<file path="src/dlm_fifo.sv">
// small register queue between the front and back parts
module dlm_fifo #(
  parameter int WIDTH = 16,
  parameter int DEPTH = 4
) (
  input  logic             clk_i,
  input  logic             rst_ni,
  input  logic             push_i,
  input  logic [WIDTH-1:0] din_i,
  output logic             full_o,
  input  logic             pop_i,
  output logic             valid_o,
  output logic [WIDTH-1:0] dout_o
);

  localparam int PW = (DEPTH > 1) ? $clog2(DEPTH) : 1;
  localparam int CW = $clog2(DEPTH + 1);

  logic [WIDTH-1:0] mem_q [DEPTH];
  logic [PW-1:0]    wr_ptr_q, wr_ptr_d;
  logic [PW-1:0]    rd_ptr_q, rd_ptr_d;
  logic [CW-1:0]    count_q, count_d;
  logic             do_push, do_pop;

  assign full_o  = (count_q == CW'(DEPTH));
  assign valid_o = (count_q != '0);
  assign dout_o  = mem_q[rd_ptr_q];
  assign do_push = push_i && !full_o;
  assign do_pop  = pop_i && valid_o;

  always_comb begin
    wr_ptr_d = wr_ptr_q;
    rd_ptr_d = rd_ptr_q;
    count_d  = count_q;
    if (do_push) begin
      wr_ptr_d = (wr_ptr_q == PW'(DEPTH - 1)) ? '0 : wr_ptr_q + 1'b1;
    end
    if (do_pop) begin
      rd_ptr_d = (rd_ptr_q == PW'(DEPTH - 1)) ? '0 : rd_ptr_q + 1'b1;
    end
    if (do_push && !do_pop) begin
      count_d = count_q + 1'b1;
    end else if (do_pop && !do_push) begin
      count_d = count_q - 1'b1;
    end
  end

  always_ff @(posedge clk_i or negedge rst_ni) begin
    if (!rst_ni) begin
      wr_ptr_q <= '0;
      rd_ptr_q <= '0;
      count_q  <= '0;
    end else begin
      wr_ptr_q <= wr_ptr_d;
      rd_ptr_q <= rd_ptr_d;
      count_q  <= count_d;
    end
  end

  always_ff @(posedge clk_i) begin
    if (do_push) begin
      mem_q[wr_ptr_q] <= din_i;
    end
  end

endmodule

</file>
<file path="config.mk">
export PLATFORM = sky130hd
export DESIGN_NAME = dlm_fifo
export DESIGN_NICKNAME = d
export VERILOG_FILES = /design/src/dlm_fifo.sv
export SDC_FILE = /design/constraint.sdc
export NUM_CORES = 1
export LEC_CHECK = 0
export BUFFER_PORTS_ARGS = -buffer_cell sky130_fd_sc_hd__buf_4
export CORE_UTILIZATION = 53
export CTS_BUF_LIST = sky130_fd_sc_hd__clkbuf_8
export CTS_CLUSTER_SIZE = 24
export DETAILED_ROUTE_END_ITERATION = 16
export PLACE_DENSITY = 0.74
export SYNTH_ARGS = -nofsm -noshare
export SYNTH_HDL_FRONTEND = slang
export SYNTH_SLANG_ARGS = --single-unit
</file>
<file path="constraint.sdc">
create_clock -name clk_i -period 2.21 [get_ports clk_i]
set_clock_uncertainty 0.15 [all_clocks]
set_input_delay 0.221 -clock clk_i [delete_from_list [all_inputs] [get_ports clk_i]]
set_output_delay 0.221 -clock clk_i [all_outputs]
set_load 0.02 [all_outputs]
</file>
==> run_results.csv <==
group,metric,value,unit
status,status,"completed",
sta,fin_crit_sh,0.967,
sta,hold_viol,0,
grt,grt_pass1_vias,1418,
critical_path,start_kind,"flip-flop",
detailed_routing,avgViaCountPerCell,5.25,
clocking,cts_tree,"yes",
detailed_routing,ant_nets,0,
critical_path,crit_type,"flip-flop to flip-flop",
power,p_per_area,1300,nW/um^2
logic_synthesis,netlist_top_cells_area,"edfxtp_1 (68%), mux4_2 (7.2%), mux4_1 (6.5%)",
clocking,cts_sinks,71,
detailed_routing,drt_pass1_iterations,4,
grt,antenna_found_initial,0,
detailed_routing,drtIter0Drc,88,
critical_path,rr_worst_depth,8,
cells_and_area,num-nets-final,212,
sta,rsz0062_at_grt,"false",
detailed_routing,num_vias,1366,
sta,setup_ws,73.9,ps
placed_design,routabilityCongestion,0.678,
placed_design,port_buffers,37,
critical_path,rr_endpoint,"count_q[2]$_DFFE_PN0P_",
power,power.switching,1.45,mW
clocking,cts_setup_buffers,0,
logic_synthesis,synth_mux_area_frac,0.162,
clocking,numCtsBuffers,9,
logic_synthesis,synth_top_area_frac,0.679,
cells_and_area,finalNonFillerCells,260,
clocking,cts_buffer_depth,2,
logic_synthesis,yosys.area.top_type,"edfxtp_1",
clocking,clk_pin_slew,70,ps
power,leakage,1.32,nW
power,p_comb_frac,0.369,
clocking,cts-root-buf,"clkbuf_8",
detailed_routing,drc,0,
logic_synthesis,ys_types,20,
logic_synthesis,mappedNetlistNets,148,
logic_synthesis,synth_top_family_by_area,"multiplexers",
placed_design,place_ws,64.8,ps
logic_synthesis,synth_xor_area_frac,0.00928,
sta,setup_viol,0,
logic_synthesis,synth-compound-area-share,0,
sta,worstMarginPinSlew,463,ps
floorplanning,core,5140,sq um
critical_path,cp.arrival,2250,ps
floorplanning,io_pins,38,
logic_synthesis,ys_warn_count,0,
placed_design,post_dp_cell_area,3190,sq um
power,finalPower,4.62,mW
cells_and_area,final_common_cell,"edfxtp_1",
cells_and_area,layout_common_cells,"edfxtp_1 (64), buf_4 (40), dlygate4sd3_1 (17), mux4_2 (9), clkbuf_8 (9)",
min_path,hp-class,"input pin to asynchronous set/reset pin",
critical_path,reg2reg_from,"count_q[0]$_DFFE_PN0P_",
critical_path,crit_required,2320,ps
clocking,htree_levels,3,
floorplanning,initial_utilization,0.551,
detailed_routing,routedWlPerCell,18.3,um
logic_synthesis,synthesis.area,2830,sq um
critical_path,worst_setup_path_end_kind,"flip-flop",
logic_synthesis,synth-adder-area-share,0.0336,
grt,grtUsageTotal,0.192,
sta,min_period,2140,ps
power,vdd_drop_max,0.772,mV
grt,grt_max_degree,20,
floorplanning,die_area,5640,sq um
critical_path,path_max_fanout,3,
logic_synthesis,ys_seq_area_frac,0.741,
placed_design,place_inst,227,
logic_synthesis,synth-simple-area-share,0.0323,
detailed_routing,wl,4750,um
floorplanning,die_x,75.1,um
logic_synthesis,ys_ff_latch,71,
sta,setup-tns-final,0,ps
cells_and_area,area_growth,25.1,%
sta,fmax,468,MHz
cells_and_area,fin_area,3540,sq um
power,p_clk_frac,0.206,
grt,grt_pass1_wl,7110,um
logic_synthesis,synthCells,121,
flow_run,maxCapViolCount,0,
critical_path,rrSetupSlack,70,ps
power,seqPwrFrac,0.426,
sta,finalMaxSlewViolations,0,
cells_and_area,insertedDiodeCount,0,
clocking,clk-insertion-delay-late,340,ps
logic_synthesis,avgSynthCellArea,23.4,sq um
power,p_int,3.17,mW
cells_and_area,drive_above_1_share,0.411,
floorplanning,placementRows,26,
sta,slew_headroom,0.691,
grt,grt_overflow,0,
floorplanning,die_h,75.1,um
power,swShare,0.313,
-- cells by family (layout without fill, tap and decap cells) --
kind of cell  after synthesis  count (layout)
fa+ha+maj                   7               7
mux                        21              21
buf+inv                     8              77
flops                      71              71
xor+xnor                    3               3
simple gates               11              11
-- area by class of cell --
type	count	area, sq um
multi-input combinational	42	676
fill	356	1600
clock buffer	9	124
clock inverter	7	55.1
sequential	71	2100
timing repair buffer	58	490
inverter	3	11.3
tap	70	87.6
-- per-stage QoR --
stage	hold WS (ps)	utilization
after floorplan	-225	-
after global placement	-113	0.620
after detailed placement	-114	0.620
after CTS	63.5	0.688
after global routing	80.6	0.689
final	71.8	0.689
-- sequential cells by signal, indices dropped and copies added, names as in the netlist --
register and cells:
wr_ptr_q 2, mem_q 64, rd_ptr_q 2, count_q 3
-- cell usage after synthesis --
| master | number |
|---|---|
| and2_2 | 4 |
| buf_12 | 1 |
| buf_2 | 2 |
| buf_6 | 2 |
| dfrtp_1 | 7 |
| edfxtp_1 | 64 |
| fa_1 | 1 |
| ha_1 | 6 |
| inv_1 | 3 |
| mux2_2 | 1 |
| mux2_4 | 4 |
| mux4_1 | 7 |
| mux4_2 | 9 |
| nand2_4 | 1 |
| nor2_1 | 3 |
| nor2b_2 | 1 |
| nor3b_4 | 1 |
| or3_4 | 1 |
| xnor2_1 | 1 |
| xor2_1 | 2 |
-- repair_timing --
item,in CTS,in global routing
endpoints found under the hold margin,71,0
gates cloned,0,0
pin swaps,0,1
hold buffers,17,0
endpoints found under the setup margin,1,1
resized for setup,1,2
-- power by group through the flow --
stage	clock [mW]	sequential (mW)	combinational, mW
finish	0.950	1.97	1.70
global route	1.02	1.99	1.83
CTS	0.963	1.97	1.72
detailed placement	0	1.99	1.70
global placement	0	1.96	1.65
floorplan	0	1.91	1.19
-- how the worst max path moves through the flow --
stage / from / endpoint / depth (start not counted)
floorplan: count_q[0]$_DFFE_PN0P_ / count_q[2]$_DFFE_PN0P_ / 8
global placement: count_q[0]$_DFFE_PN0P_ / count_q[2]$_DFFE_PN0P_ / 8
detailed placement: count_q[0]$_DFFE_PN0P_ / count_q[2]$_DFFE_PN0P_ / 8
CTS: count_q[0]$_DFFE_PN0P_ / count_q[2]$_DFFE_PN0P_ / 8
global route: count_q[0]$_DFFE_PN0P_ / count_q[2]$_DFFE_PN0P_ / 8
finish: count_q[0]$_DFFE_PN0P_ / count_q[2]$_DFFE_PN0P_ / 8
-- per-layer routing --
layer,wire (um),part of all wire,GRT usage
met2,2500,0.53,0.313
met5,0,0,0
met3,214,0.045,0.0683
met4,102,0.021,0.0985
met1,1930,0.41,0.225
-- worst max-delay path: stages (launching register included) --
cell,delay [ps]
dfrtp_1,400
or3_4,410
nand2_4,100
ha_2,180
inv_1,50
fa_2,330
xor2_1,160
nor2_1,120
xor2_1,160
(Power assumes the default switching activity.)
