[src/dlm_pkg.sv]
// shared types and constants for the directional local-minimum edge map
package dlm_pkg;

  localparam int PIX_W      = 8;
  localparam int DIM_W      = 11;
  localparam int LAG_W      = DIM_W + 2;
  localparam int WIN_REACH  = 2;
  localparam int WIN_SIDE   = 2 * WIN_REACH + 1;
  localparam int LINE_COUNT = 2 * WIN_REACH;
  localparam int CFG_IDX_W  = 2;

  localparam logic [DIM_W-1:0] HEIGHT_CAP = 11'd2045;
  localparam logic [PIX_W-1:0] WHITE      = 8'd255;

  localparam logic [DIM_W-1:0] WIDTH_RESET  = 11'd640;
  localparam logic [DIM_W-1:0] HEIGHT_RESET = 11'd480;

  localparam logic [CFG_IDX_W-1:0] CFG_CONTRAST = 2'd0;
  localparam logic [CFG_IDX_W-1:0] CFG_WIDTH    = 2'd1;
  localparam logic [CFG_IDX_W-1:0] CFG_HEIGHT   = 2'd2;

  typedef logic [PIX_W-1:0] pix_t;

  typedef struct packed {
    logic emit;
    logic border;
    logic last;
  } dlm_meta_t;

  localparam int META_W = $bits(dlm_meta_t);

endpackage

[src/dlm_front.sv]
// front part: frame position counters, drain filtering and border classification
module dlm_front #(
  parameter int MAX_WIDTH = 1024,
  parameter int AW        = 10
) (
  input  logic                       clk_i,
  input  logic                       rst_ni,
  input  logic [dlm_pkg::DIM_W-1:0]  image_width_i,
  input  logic [dlm_pkg::DIM_W-1:0]  image_height_i,
  input  logic                       restart_i,
  input  logic                       in_valid_i,
  output logic                       in_ready_o,
  input  logic [dlm_pkg::PIX_W-1:0]  pixel_in_i,
  input  logic                       drain_i,
  input  logic                       full_i,
  output logic                       push_o,
  output logic [AW-1:0]              col_o,
  output logic [dlm_pkg::PIX_W-1:0]  pix_o,
  output dlm_pkg::dlm_meta_t         meta_o
);

  import dlm_pkg::*;

  logic [DIM_W-1:0] w_eff, h_eff;
  logic [LAG_W-1:0] lag;
  logic [DIM_W-1:0] in_col_q, in_col_d;
  // one spare bit: one-pixel rows run four tail rows past the tallest frame
  logic [DIM_W:0]   in_row_q, in_row_d;
  logic [DIM_W-1:0] out_col_q, out_col_d, out_row_q, out_row_d;
  logic [LAG_W-1:0] lead_q, lead_d;
  logic             in_body, take, keep;
  dlm_meta_t        meta;

  always_comb begin
    w_eff = image_width_i;
    if (image_width_i == '0) begin
      w_eff = DIM_W'(1);
    end else if ({2'b00, image_width_i} > 13'(MAX_WIDTH)) begin
      w_eff = DIM_W'(MAX_WIDTH);
    end
    h_eff = image_height_i;
    if (image_height_i == '0) begin
      h_eff = DIM_W'(1);
    end else if (image_height_i > HEIGHT_CAP) begin
      h_eff = HEIGHT_CAP;
    end
  end

  // output lags the input by two rows and two columns
  assign lag = {1'b0, w_eff, 1'b0} + LAG_W'(2);

  assign in_body    = (in_row_q < {1'b0, h_eff});
  assign in_ready_o = !full_i;
  assign take       = in_valid_i && !full_i;
  // a drain beat inside the frame body is dropped
  assign keep       = take && !(in_body && drain_i);

  always_comb begin
    meta.emit   = (lead_q == lag);
    meta.border = (out_row_q < DIM_W'(WIN_REACH))
               || ({1'b0, out_row_q} + 12'(WIN_REACH) >= {1'b0, h_eff})
               || (out_col_q < DIM_W'(WIN_REACH))
               || ({1'b0, out_col_q} + 12'(WIN_REACH) >= {1'b0, w_eff});
    meta.last   = (out_row_q == h_eff - 1'b1) && (out_col_q == w_eff - 1'b1);
  end

  always_comb begin
    in_col_d  = in_col_q;
    in_row_d  = in_row_q;
    out_col_d = out_col_q;
    out_row_d = out_row_q;
    lead_d    = lead_q;
    if (restart_i) begin
      in_col_d  = '0;
      in_row_d  = '0;
      out_col_d = '0;
      out_row_d = '0;
      lead_d    = '0;
    end else if (keep) begin
      if (in_col_q == w_eff - 1'b1) begin
        in_col_d = '0;
        in_row_d = in_row_q + 1'b1;
      end else begin
        in_col_d = in_col_q + 1'b1;
      end
      if (!meta.emit) begin
        lead_d = lead_q + 1'b1;
      end else if (meta.last) begin
        in_col_d  = '0;
        in_row_d  = '0;
        out_col_d = '0;
        out_row_d = '0;
        lead_d    = '0;
      end else if (out_col_q == w_eff - 1'b1) begin
        out_col_d = '0;
        out_row_d = out_row_q + 1'b1;
      end else begin
        out_col_d = out_col_q + 1'b1;
      end
    end
  end

  always_ff @(posedge clk_i or negedge rst_ni) begin
    if (!rst_ni) begin
      in_col_q  <= '0;
      in_row_q  <= '0;
      out_col_q <= '0;
      out_row_q <= '0;
      lead_q    <= '0;
    end else begin
      in_col_q  <= in_col_d;
      in_row_q  <= in_row_d;
      out_col_q <= out_col_d;
      out_row_q <= out_row_d;
      lead_q    <= lead_d;
    end
  end

  assign push_o = keep;
  assign col_o  = AW'(in_col_q);
  assign pix_o  = in_body ? pixel_in_i : '0;
  assign meta_o = meta;

endmodule

[config.mk]
export PLATFORM = sky130hd
export DESIGN_NAME = dlm_front
export DESIGN_NICKNAME = d
export VERILOG_FILES = /design/src/dlm_pkg.sv /design/src/dlm_front.sv
export SDC_FILE = /design/constraint.sdc
export NUM_CORES = 1
export LEC_CHECK = 0
export BUFFER_PORTS_ARGS = -buffer_cell sky130_fd_sc_hd__buf_2
export CORE_ASPECT_RATIO = 0.8
export CORE_MARGIN = 1
export CORE_UTILIZATION = 55
export CTS_BUF_LIST = sky130_fd_sc_hd__clkbuf_4 sky130_fd_sc_hd__clkbuf_8 sky130_fd_sc_hd__clkbuf_16
export CTS_CLUSTER_SIZE = 8
export DETAILED_ROUTE_END_ITERATION = 8
export GPL_ROUTABILITY_DRIVEN = 0
export HOLD_SLACK_MARGIN = 0.08
export PLACE_DENSITY = 0.78
export SYNTH_ARGS = -nofsm -noshare
export SYNTH_HDL_FRONTEND = slang
export SYNTH_SLANG_ARGS = --single-unit
[constraint.sdc]
create_clock -name clk_i -period 4.1 [get_ports clk_i]
set_input_delay 0.41 -clock clk_i [delete_from_list [all_inputs] [get_ports clk_i]]
set_output_delay 0.41 -clock clk_i [all_outputs]
set_load 0.05 [all_outputs]
==> results of run 1 <==
state kept, by name, summed over array words and instances, names as in the netlist:
register	count
out_col_q	11
lead_q	13
in_col_q	11
out_row_q	11
in_row_q	12
cell type report:
type / count / area [µm²] / area share
Clock buffer: 11 / 246 / 0.0336
Multi-Input combinational cell: 681 / 4670 / 0.637
Inverter: 36 / 135 / 0.0184
Sequential cell: 58 / 1450 / 0.198
Clock inverter: 5 / 77.6 / 0.0106
Tap cell: 148 / 185 / 0.0252
Timing Repair Buffer: 95 / 568 / 0.0774
metal layers:
| layer | wire length (µm) | GRT usage |
|---|---|---|
| met1 | 8640 | 0.487 |
| met2 | 8050 | 0.452 |
| met3 | 2010 | 0.0677 |
| met4 | 317 | 0.0842 |
| met5 | 0 | 0 |
where the power goes:
group | internal [W] | total, W | switching [W]
logic | 0.000167 | 0.000421 | 0.000254
clock network | 0.000552 | 0.000820 | 0.000268
registers | 0.000585 | 0.000617 | 0.0000324
cells by family after synthesis:
logic type | after synthesis
AOI/OAI and AO/OA | 186
xor gates and xnor gates | 71
adders and majority gates | 44
buffers and inverters | 109
DFF | 58
muxes | 7
and+or+nand+nor | 373
repair_timing:
action / 4_1_cts / 5_1_grt
gates resized for setup: 0 / 1
setup endpoints to repair: 0 / 1
endpoints found under the hold margin: 0 / 0
worst max-delay path, delay by kind of cell:
family / cells / cell delay (ps)
xor+xnor: 1 / 110
buf+inv: 3 / 510
compound gates: 1 / 260
fa+ha+maj: 1 / 190
simple gates: 8 / 2610
through the flow:
stage               utilization  setup WS, ps
floorplan                     -          43.9
global placement          0.606           224
detailed placement        0.606           130
CTS                       0.634           200
global route              0.635          30.6
finish                    0.635           233
cells in the mapped netlist, drive strengths merged, types with 4 or more instances:
| master | instances |
|---|---|
| nand2 | 60 |
| nor2 | 60 |
| dfrtp | 58 |
| clkbuf | 54 |
| nand3 | 49 |
| ha | 44 |
| xnor2 | 39 |
| a21oi | 35 |
| inv | 35 |
| and3 | 32 |
| nor3 | 31 |
| xor2 | 30 |
| nor4 | 25 |
| o21ai | 25 |
| nand4 | 23 |
| a21o | 21 |
| buf | 19 |
| a31oi | 15 |
| nor2b | 15 |
| and2 | 11 |
| nand2b | 11 |
| or4 | 11 |
| a22o | 10 |
| a211oi | 9 |
| o211ai | 9 |
| o31ai | 8 |
| or3 | 8 |
| o21bai | 6 |
| or2 | 6 |
| mux2i | 5 |
| nand4b | 5 |
| a22oi | 4 |
| and4 | 4 |
| and4b | 4 |
| nor4b | 4 |
| o22ai | 4 |
| or3b | 4 |
worst paths after layout:
path | startpoint | to | slack, ps | depth (start not counted)
setup / recovery | image_height_i[8] | in_row_q[10]$_DFFE_PN0P_ | 230 | 14
hold / removal | rst_ni | out_row_q[9]$_DFFE_PN0P_ | 90 | 1
setup reg to reg | lead_q[10]$_DFFE_PN0P_ | in_row_q[10]$_DFFE_PN0P_ | 880 | 8
hold reg to reg | in_col_q[10]$_DFFE_PN0P_ | in_col_q[10]$_DFFE_PN0P_ | 590 | 1
max in group asynchronous | rst_ni | in_col_q[3]$_DFFE_PN0P_ | 3150 | 2
min in group clk_i | in_col_q[10]$_DFFE_PN0P_ | in_col_q[10]$_DFFE_PN0P_ | 590 | 1
==> out/summary.md, run 1 <==
In the layout the commonest cells are nand2_1, nor2_1, dfrtp_1, buf_2, nand3_1. The most common cell after layout, fill and taps aside was nand2_1. In this run, synthesis produced a sequential element count of 58. Among all stages on the critical path, the largest delay is contributed by or4_1. Ranked by total cell area, the synthesized netlist is headed by dfrtp_1, ha_1, xnor2_1, xor2_1, nand3_1. The tree is rooted in a clkbuf_16.

The run gives 0 as the count of yosys warnings during synthesis. After synthesis, the largest family of logic cells by area is simple AND/OR/NAND/NOR gates. The synthesized-area fraction occupied by and/or/nand/nor cells was 0.313. The area share of the largest cell type after synthesis is 0.221, and the wire length per cell is 18.4 µm. The filler cells instantiated in the layout total 1045. The total count of hold-check failures in the final report was 0.

Final wirelength: 19.0 mm. The overflow left after global routing was 0. Using the TritonRoute via totals, the vias-per-cell ratio works out to 6.62.

The final number of max-transition violations was 0. TritonCTS built the clock tree. Setup violations remaining at the end of the flow were counted as 0. Clock tree synthesis found a total of 58 sinks. The share of synthesized cell area in full adder, half adder and majority cells is 0.0839. CTS built an H-tree with a depth of 3. The post-route setup TNS was 0 ps; the detailed-routing iteration count for the pre-antenna-repair pass was 5.

The xor/xnor cell area share of the yosys netlist is 0.0990, and the leakage power is 3.35 nW. The synthesis-to-layout area growth came out at 11.8%. The synthesized design spends more area on one cell type than any other, namely dfrtp_1.

A synthesized cell averages 7.74 µm². The number of clock buffers added by TritonCTS is 9. Along the worst path, the maximum fanout reaches 18. The signal on the critical path passes through buf_2, inv_1, or4_1, nand2_1, ha_1, or3b_2, nor4_1, xnor2_1, nand3_1, and4b_1, nand4bb_1, buf_4, or4b_1, a31oi_1. Across all layers, the routed design uses 6841 vias. The synthesized netlist contains 75 unique library cells. The areal power density over the cells came out at 253 nW/µm². After routing the design area is 7340 µm². The upper clock frequency limit was 259 MHz; the total half-perimeter wirelength after legalization and detailed placement was 14.0 mm. For the pin with the worst max-slew slack, the measured transition is 992 ps. Setup repair after global routing left no endpoint under its margin.

In this run the horizontal extent of the chip is 124 µm. Summing all placed instances gives a cell area of 7010 µm². The number of max-cap violations is 0. For the aggregate global-route resource usage, the log shows 0.320. The logs give 330 ps for the clock latency on the worst-skew pair and 0.568 for the initial core utilization. Counting every instance in the synthesized netlist gives 848.

The worst-case IR drop observed on VDD is 0.222 mV. The mux cell area share after synthesis is 0.0111. The count of port buffers added during placement was 58. For the initial antenna violation count, the log shows 0.

In this run, the number of DRC markers left after iteration 0 of detailed routing was 655. The vertical extent of the die is 99.7 µm, and the wire length of the first global-routing pass is 30.9 mm. The register area share after synthesis came out at 0.221. The count of nets left with antenna violations once routing finished came out at 0. Share of flip-flops with an asynchronous set or reset after synthesis: 1.00.

The tools report the number of top-level pins as 59. The endpoint class of the critical path was a flip-flop. The largest buffer count on any clock path was 2; the synthesized net count was 928. In the synthesized netlist the dominant register cell turns out to be dfrtp_1. The core region is 11600 µm². The antenna diode count was 0; the clock transition at the registers of the reported paths was 50 ps. After layout, the minimum clock period comes to 3870 ps.

The portion of the clock cycle consumed by the worst path in the final layout is 0.943, and the total of hold buffers inserted after clock tree synthesis is 0. Entering global routing, the biggest net connects 35 pins. The path class of the tightest hold or removal check is primary input to async pin. The number of rows created at floorplan was 35; the maximum single-stage delay on the critical path was 620 ps.

Final hold analysis gives a worst-case slack of 86.5 ps. Proportion of layout cells with a drive suffix above 1: 0.152. At the worst endpoint, the required time is 4320 ps. The number of enable-type register cells in the synthesized netlist was 0; the post-layout total power was 0.00186 W. The critical path is of the primary input to flip-flop type. The number of placed cells counting well taps came out at 1018. The flow ran to the end, and the final reports show no timing, DRC or antenna violations. The final non-filler cell total is 1034, and the mapped cell area is 6560 µm². The final layout contains 961 nets. The total DRC errors in the routed layout was 0.

The worst setup path is launched from a primary input. Data arrives at the worst endpoint at 4090 ps. The worst-case clock skew was 8.06 ps; the area fraction in compound gates after synthesis was 0.201. The floorplan die area is 12400 µm², and the worst max-slew margin expressed relative to the limit is 0.330.

After clock tree synthesis, the setup repair step added 0 buffers. The tools report the number of global-route vias before repair as 5951.
Power figures use the tool's default switching activity.
==> run 2, diff against run 1 <==
- BUFFER_PORTS_ARGS: -buffer_cell sky130_fd_sc_hd__buf_2 -> not set
- DONT_BUFFER_PORTS: not set -> 1
- PLACE_DENSITY: 0.78 -> 0.73
==> out/summary.md, run 2 (synthesis results as in run 1) <==
The final non-filler cell total is 962. Counting flops per register, the top entry is lead_q. The floorplan step defined a core boundary enclosing 11600 µm². Setup violations remaining at the end of the flow were counted as 0. Of all nets on the critical path, the largest fanout is 10. The startpoint identified for the worst register-to-register timing path is lead_q[10]$_DFFE_PN0P_. Data arrives at the worst endpoint at 3450 ps.

The HPWL after detailed placement is 14.3 mm. The repair_antennas step left the layout with diodes totalling 0. After clock tree synthesis, the clock-pin slew on the worst setup and hold paths is 60 ps. In this run the critical register-to-register path is captured at lead_q[0]$_DFFE_PN0P_. Setup repair after global routing left no endpoint under its margin. The first detailed-routing pass took 5 iterations.

The smallest clock period supported by the final layout is computed as 3860 ps. The portion of the clock cycle consumed by the worst path in the final layout is 0.942. Once placement completed, the tool counted placed cells totaling 944. The wire length per cell was 19.9 µm; the number of rows created at floorplan was 35. For the number of clock buffers inserted by TritonCTS, the log shows 9.

The tools report the clock root buffer as clkbuf_16. STA classifies the critical path startpoint as a primary input. The overflow left after global routing was 0. Overall power consumption after layout is estimated at 0.00169 W. The area growth from synthesis to layout is 5.76%.

The most critical setup path has its startpoint at image_width_i[8]. In the final layout, the registers with the most flip-flops are lead_q: 13 flops, in_row_q: 12 flops. The tool flagged a number of max-cap violations equal to 0. The run gives 2 as the largest buffer count on any clock path.

For this design, the slowest cell found on the critical path is or2_2. Maximum single-stage delay on the critical path: 440 ps. The endpoint of the most critical setup path is meta_o[2]. For the final number of max-transition violations, the log shows 0. 59 I/O pins were placed. The analysis attributes to cell leakage a power of 3.02 nW.

In this run the post-CTS setup repair buffer count came out at 0. The flow ran to the end, and the final reports show no timing, DRC or antenna violations. The worst endpoint required time was 3690 ps; the worst reg2reg path depth was 8.

From left edge to right edge, the die measures 124 µm. The worst hold path belongs to the class primary input to flip-flop. After the last flow step, the layout net total stands at 889. The total count of hold-check failures in the final report came out at 0. Type of the setup path with the least slack: primary input to output pin.

The register with the most flip-flops in the layout has 13 of them. The via density per instance was 6.84. Traced cell by cell, the critical path runs through nor4_2, a41o_1, buf_4, ha_1, nand4b_1, nor3_1, o211ai_1, a22o_1, a2111o_1, or2_2, clkinvlp_4. The clock net in this run drives a total of 58 sinks. For the final wirelength, the log shows 19.2 mm. The run gives 0 ps as the post-route setup TNS. For the pin with the worst max-slew slack, the measured transition is 1230 ps. The endpoint class of the critical path was an output pin. The H-tree was split into 3 levels. TritonCTS built the clock tree.

In this run the vertical extent of the chip is 99.7 µm. The most common cell after layout, fill and taps aside is nand2_1. The worst-case IR drop observed on VDD is 0.215 mV.

The first global-routing pass estimated 30.9 mm of wire. The initial core utilization is 0.568, and the aggregate global-route resource usage is 0.319. The count of port buffers added during placement was 0; the largest net degree at the start of global routing was 59. The initial antenna violation count came out at 0. The first routing iteration left 742 violations.

The proportion of layout cells with a drive suffix above 1 was 0.0762. The number of nets still failing antenna checks after routing came out at 0. The floorplan die area was 12400 µm²; the clock latency on the worst-skew pair was 330 ps. Total via count in the routed design: 6581. After detailed routing, the number of remaining DRC violations is 0. For flop-to-flop paths, the worst setup slack is 670 ps. The upper clock frequency limit is 259 MHz, and the worst-case clock skew is 9.29 ps. In this run the power density over the cells is 243 nW/µm².

The number of global-route vias before repair came out at 6131. In the layout the commonest cells are nand2_1, nor2_1, dfrtp_1. The worst max-slew margin expressed relative to the limit came out at 0.172.
## run 2: cell count changes in the layout (fill, tap and decap cells not counted)
cell	before	now
clkinv_2	2	0
nor3_2	2	1
clkinvlp_4	1	4
dlygate4sd3_1	0	1
clkinv_4	0	2
buf_16	0	1
buf_4	37	20
bufinv_16	2	0
nor3_1	29	30
clkinv_1	1	0
buf_12	0	1
buf_2	58	0
## run 2: area by class of cell
cell class                 count  area [µm²]
fill                        1029        4620
clock buffer                  11         246
timing repair buffer          23         208
tap                          148         185
clock inverter                 5        40.0
multi-input combinational    681        4670
sequential                    58        1450
inverter                      36         139
## run 2: how the worst min path moves through the flow
stage,depth (start not counted),endpoint,start,slack [ps]
after floorplan,0,in_col_q[0]$_DFFE_PN0P_,rst_ni,110
after global placement,0,out_row_q[5]$_DFFE_PN0P_,rst_ni,120
after global routing,1,lead_q[0]$_DFFE_PN0P_,restart_i,130
after detailed placement,0,out_row_q[9]$_DFFE_PN0P_,rst_ni,120
final,1,in_row_q[3]$_DFFE_PN0P_,restart_i,140
after CTS,1,lead_q[0]$_DFFE_PN0P_,restart_i,130
## run 2: through the flow
| step | util | hold slack (ps) | instance area (µm²) | setup slack [ps] |
|---|---|---|---|---|
| 6_report | 0.600 | 136 | 6940 | 238 |
| 5_1_grt | 0.600 | 127 | 6940 | 10.5 |
| 4_1_cts | 0.600 | 130 | 6940 | 233 |
| 3_5_place_dp | 0.572 | 116 | 6610 | 138 |
| 3_3_place_gp | 0.572 | 116 | 6610 | 239 |
| 2_1_floorplan | - | 114 | 6570 | 43.9 |
## run 2: per-layer routing
metal / wire length, µm / vias up / global-route usage / part of all wire
met4: 489 / 0 / 0.123 / 0.026
met1: 8590 / 3171 / 0.456 / 0.45
li1: - / 3056 / - / -
met2: 8560 / 310 / 0.474 / 0.45
met3: 1510 / 44 / 0.0562 / 0.079
met5: 0 / - / 0 / 0
## run 2: power by group
part	total, W	internal (W)	switching, W
sequential	0.000619	0.000584	0.0000344
combinational	0.000357	0.000145	0.000212
clock	0.000714	0.000434	0.000280
## run 2: what timing repair did
item	in CTS	in global routing
setup endpoints to repair	0	1
hold endpoints to repair	58	0
hold buffers	2	0
resized for setup	0	1
## run 2: critical path: cells and delay by family
| family | cells | cell delay [ps] |
|---|---|---|
| buffers and inverters | 2 | 500 |
| and+or+nand+nor | 4 | 1240 |
| adders and majority gates | 1 | 230 |
| AOI/OAI and AO/OA | 4 | 1060 |
==> run 3, diff against run 2 <==
- CORE_UTILIZATION: 55 -> 35
- PLACE_DENSITY: 0.73 -> not set
==> out/summary.md, run 3 (synthesis results as in run 1) <==
The run finished with clean final reports. At the pin with the least slew margin, the transition time is 868 ps. Largest buffer count on any clock path: 2.

Share of total power in sequential cells: 0.341. Measured along the x axis, the die boundary spans 155 µm. In the final layout, the registers with the most flip-flops are lead_q: 13 flops, in_row_q: 12 flops. The cell-internal power was 0.00130 W; the switching power was 0.000511 W. The area growth from synthesis to layout is 8.92%. The number of antenna diodes in the final layout is 0. The clock tree synthesis step divided the H-tree into 3 levels. For the worst setup path, the data required time is 3690 ps. With fillers left out, the area of the finished cells amounts to 7150 µm². The run gives 6253 as the total via count in the routed design. The register with the most flip-flops in the layout has 13 of them. The register with the most flip-flops is lead_q. The switching part of the total came out at 0.282. The total count of hold-check failures in the final report is 0. STA classifies the critical path endpoint as an output pin.

The first global-routing pass estimated 31.1 mm of wire. The critical path is of the primary input to output pin type. The number of rows created at floorplan is 44. For this run, the number of standard cells in the final layout without fillers is 1073. The count of nets left with antenna violations once routing finished came out at 0.

Between clock sinks in the finished design, the worst skew comes to 8.56 ps. The tools report the clock root buffer as clkbuf_16. The tools report the final number of max-transition violations as 0. The run gives 0.466 as the clock network power share. The clock transition at the registers of the reported paths is 60 ps.

The areal power density over the cells works out to 254 nW/µm². Class of the worst hold path: primary input to flip-flop. Utilization of the core after routing: 0.392.

The total setup violations reported at the end of the flow is 0, and the worst vdd rail ir drop is 0.209 mV. The proportion of layout cells with a drive suffix above 1 was 0.0817. The initial antenna violation count is 0, and the power share of the combinational group is 0.194. The tightest hold path in the finished design has a slack of 129 ps. The most common cell after layout, fill and taps aside is nand2_1.

In the layout the commonest cells are nand2_1, nor2_1, dfrtp_1. The number of max-cap violations is 0. The number of placed cells counting well taps was 1055. The number of global-route vias before repair was 5762; the final wirelength was 19.1 mm. TritonCTS built the clock tree. The number of top-level pins is 59. The number of sinks handled by clock tree synthesis is 58, and the leakage power is 3.08 nW. The run gives 1867 as the count of filler cells inserted in the layout.

The vertical extent of the die came out at 124 µm. The worst max-slew margin expressed relative to the limit is 0.414, and the post-layout net count is 895. Dividing the detail-routed wire length by the instance count gives 17.8 µm. The setup check on the worst reg-to-reg path leaves a slack of 740 ps. Detailed placement ended at an HPWL of 14.4 mm.

The run gives 0.360 as the initial core utilization. The largest net degree at the start of global routing was 59. The number of clock buffers added by TritonCTS is 9. Setup total negative slack on the finished layout was measured at 0 ps. The floorplan step defined a die boundary enclosing 19300 µm².

For this run, the top clock speed supported by timing is 260 MHz. The first routing iteration left 550 violations. Summing all placed instances gives a cell area of 6780 µm². The startpoint type of the worst setup path is a primary input.

The portion of the clock cycle consumed by the worst path in the final layout came out at 0.937. The placeable core region was 18200 µm²; the highest net fanout along the worst path was 10. The count of port buffers added during placement works out to 0. The aggregate global-route resource usage is 0.201, and the via density per instance is 5.83.

The first detailed-routing pass ran for 5 iterations. At the worst endpoint, the arrival time is 3430 ps. Setup repair after global routing left no endpoint under its margin. For the worst-skew pair, the clock arrives at the later sink with an insertion delay of 330 ps.

For this run, design rule violations remaining after detail routing come to 0. The time the final worst path needs with I/O delays and setup was 3840 ps. The run gives 0 as the overflow left after global routing.
run 3: changes by cell type in the layout (fill, tap and decap cells not counted):
cell        previous run  this run
buf_4                 20        27
clkinvlp_4             4         0
bufinv_16              0         2
buf_12                 1         0
clkbuf_8               1         2
clkinv_1               0         1
clkinv_2               0         1
clkinv_4               2         1
run 3: power by group through the flow:
stage / Sequential, W / Combinational, W / Clock [W]
2_1_floorplan: 0.000605 / 0.000297 / 0
3_3_place_gp: 0.000628 / 0.000328 / 0
3_5_place_dp: 0.000627 / 0.000332 / 0
4_1_cts: 0.000617 / 0.000350 / 0.000859
5_1_grt: 0.000621 / 0.000388 / 0.000883
6_report: 0.000619 / 0.000351 / 0.000845
run 3: stage by stage:
stage,setup WS [ps],power [W]
6_report,259,0.00181
5_1_grt,86.1,0.00189
4_1_cts,292,0.00183
3_5_place_dp,159,0.000959
3_3_place_gp,150,0.000955
2_1_floorplan,43.9,0.000902
run 3: critical path, stage by stage:
cell,delay (ps)
nor4_2,290
a41o_1,230
buf_4,160
ha_1,210
nand4b_1,140
nor3_1,360
o211ai_1,150
a22o_1,250
a2111o_1,410
or2_2,430
clkinv_1,390
run 3: cell type report:
class | count | area, µm² | share of cell area
timing repair buffer | 29 | 240 | 0.0336
tap | 253 | 317 | 0.0443
inverter | 36 | 135 | 0.0189
multi-input combinational | 681 | 4670 | 0.653
clock buffer | 12 | 260 | 0.0364
sequential | 58 | 1450 | 0.203
clock inverter | 4 | 73.8 | 0.0103
run 3: worst paths after layout:
check                           cells after the start                       end                     start
min in group asynchronous                           2  out_row_q[0]$_DFFE_PN0P_                    rst_ni
worst min register to register                      1  in_row_q[10]$_DFFE_PN0P_  in_row_q[10]$_DFFE_PN0P_
max in group asynchronous                           2   in_col_q[2]$_DFFE_PN0P_                    rst_ni
worst max-delay path                               11                 meta_o[2]          image_width_i[8]
worst min-delay path                                1   in_row_q[3]$_DFFE_PN0P_                 restart_i
worst max register to register                      8     lead_q[0]$_DFFE_PN0P_    lead_q[10]$_DFFE_PN0P_
run 3: routing by layer:
metal	wire, µm	global-route usage
met2	8150	0.294
met1	9410	0.296
met3	1150	0.0383
met4	429	0.0623
met5	0	0
run 3: timing repair:
item | CTS | global route
hold endpoints to repair | 58 | 0
hold buffers | 2 | 0
gates resized for setup | 0 | 0
setup buffers | 0 | 0
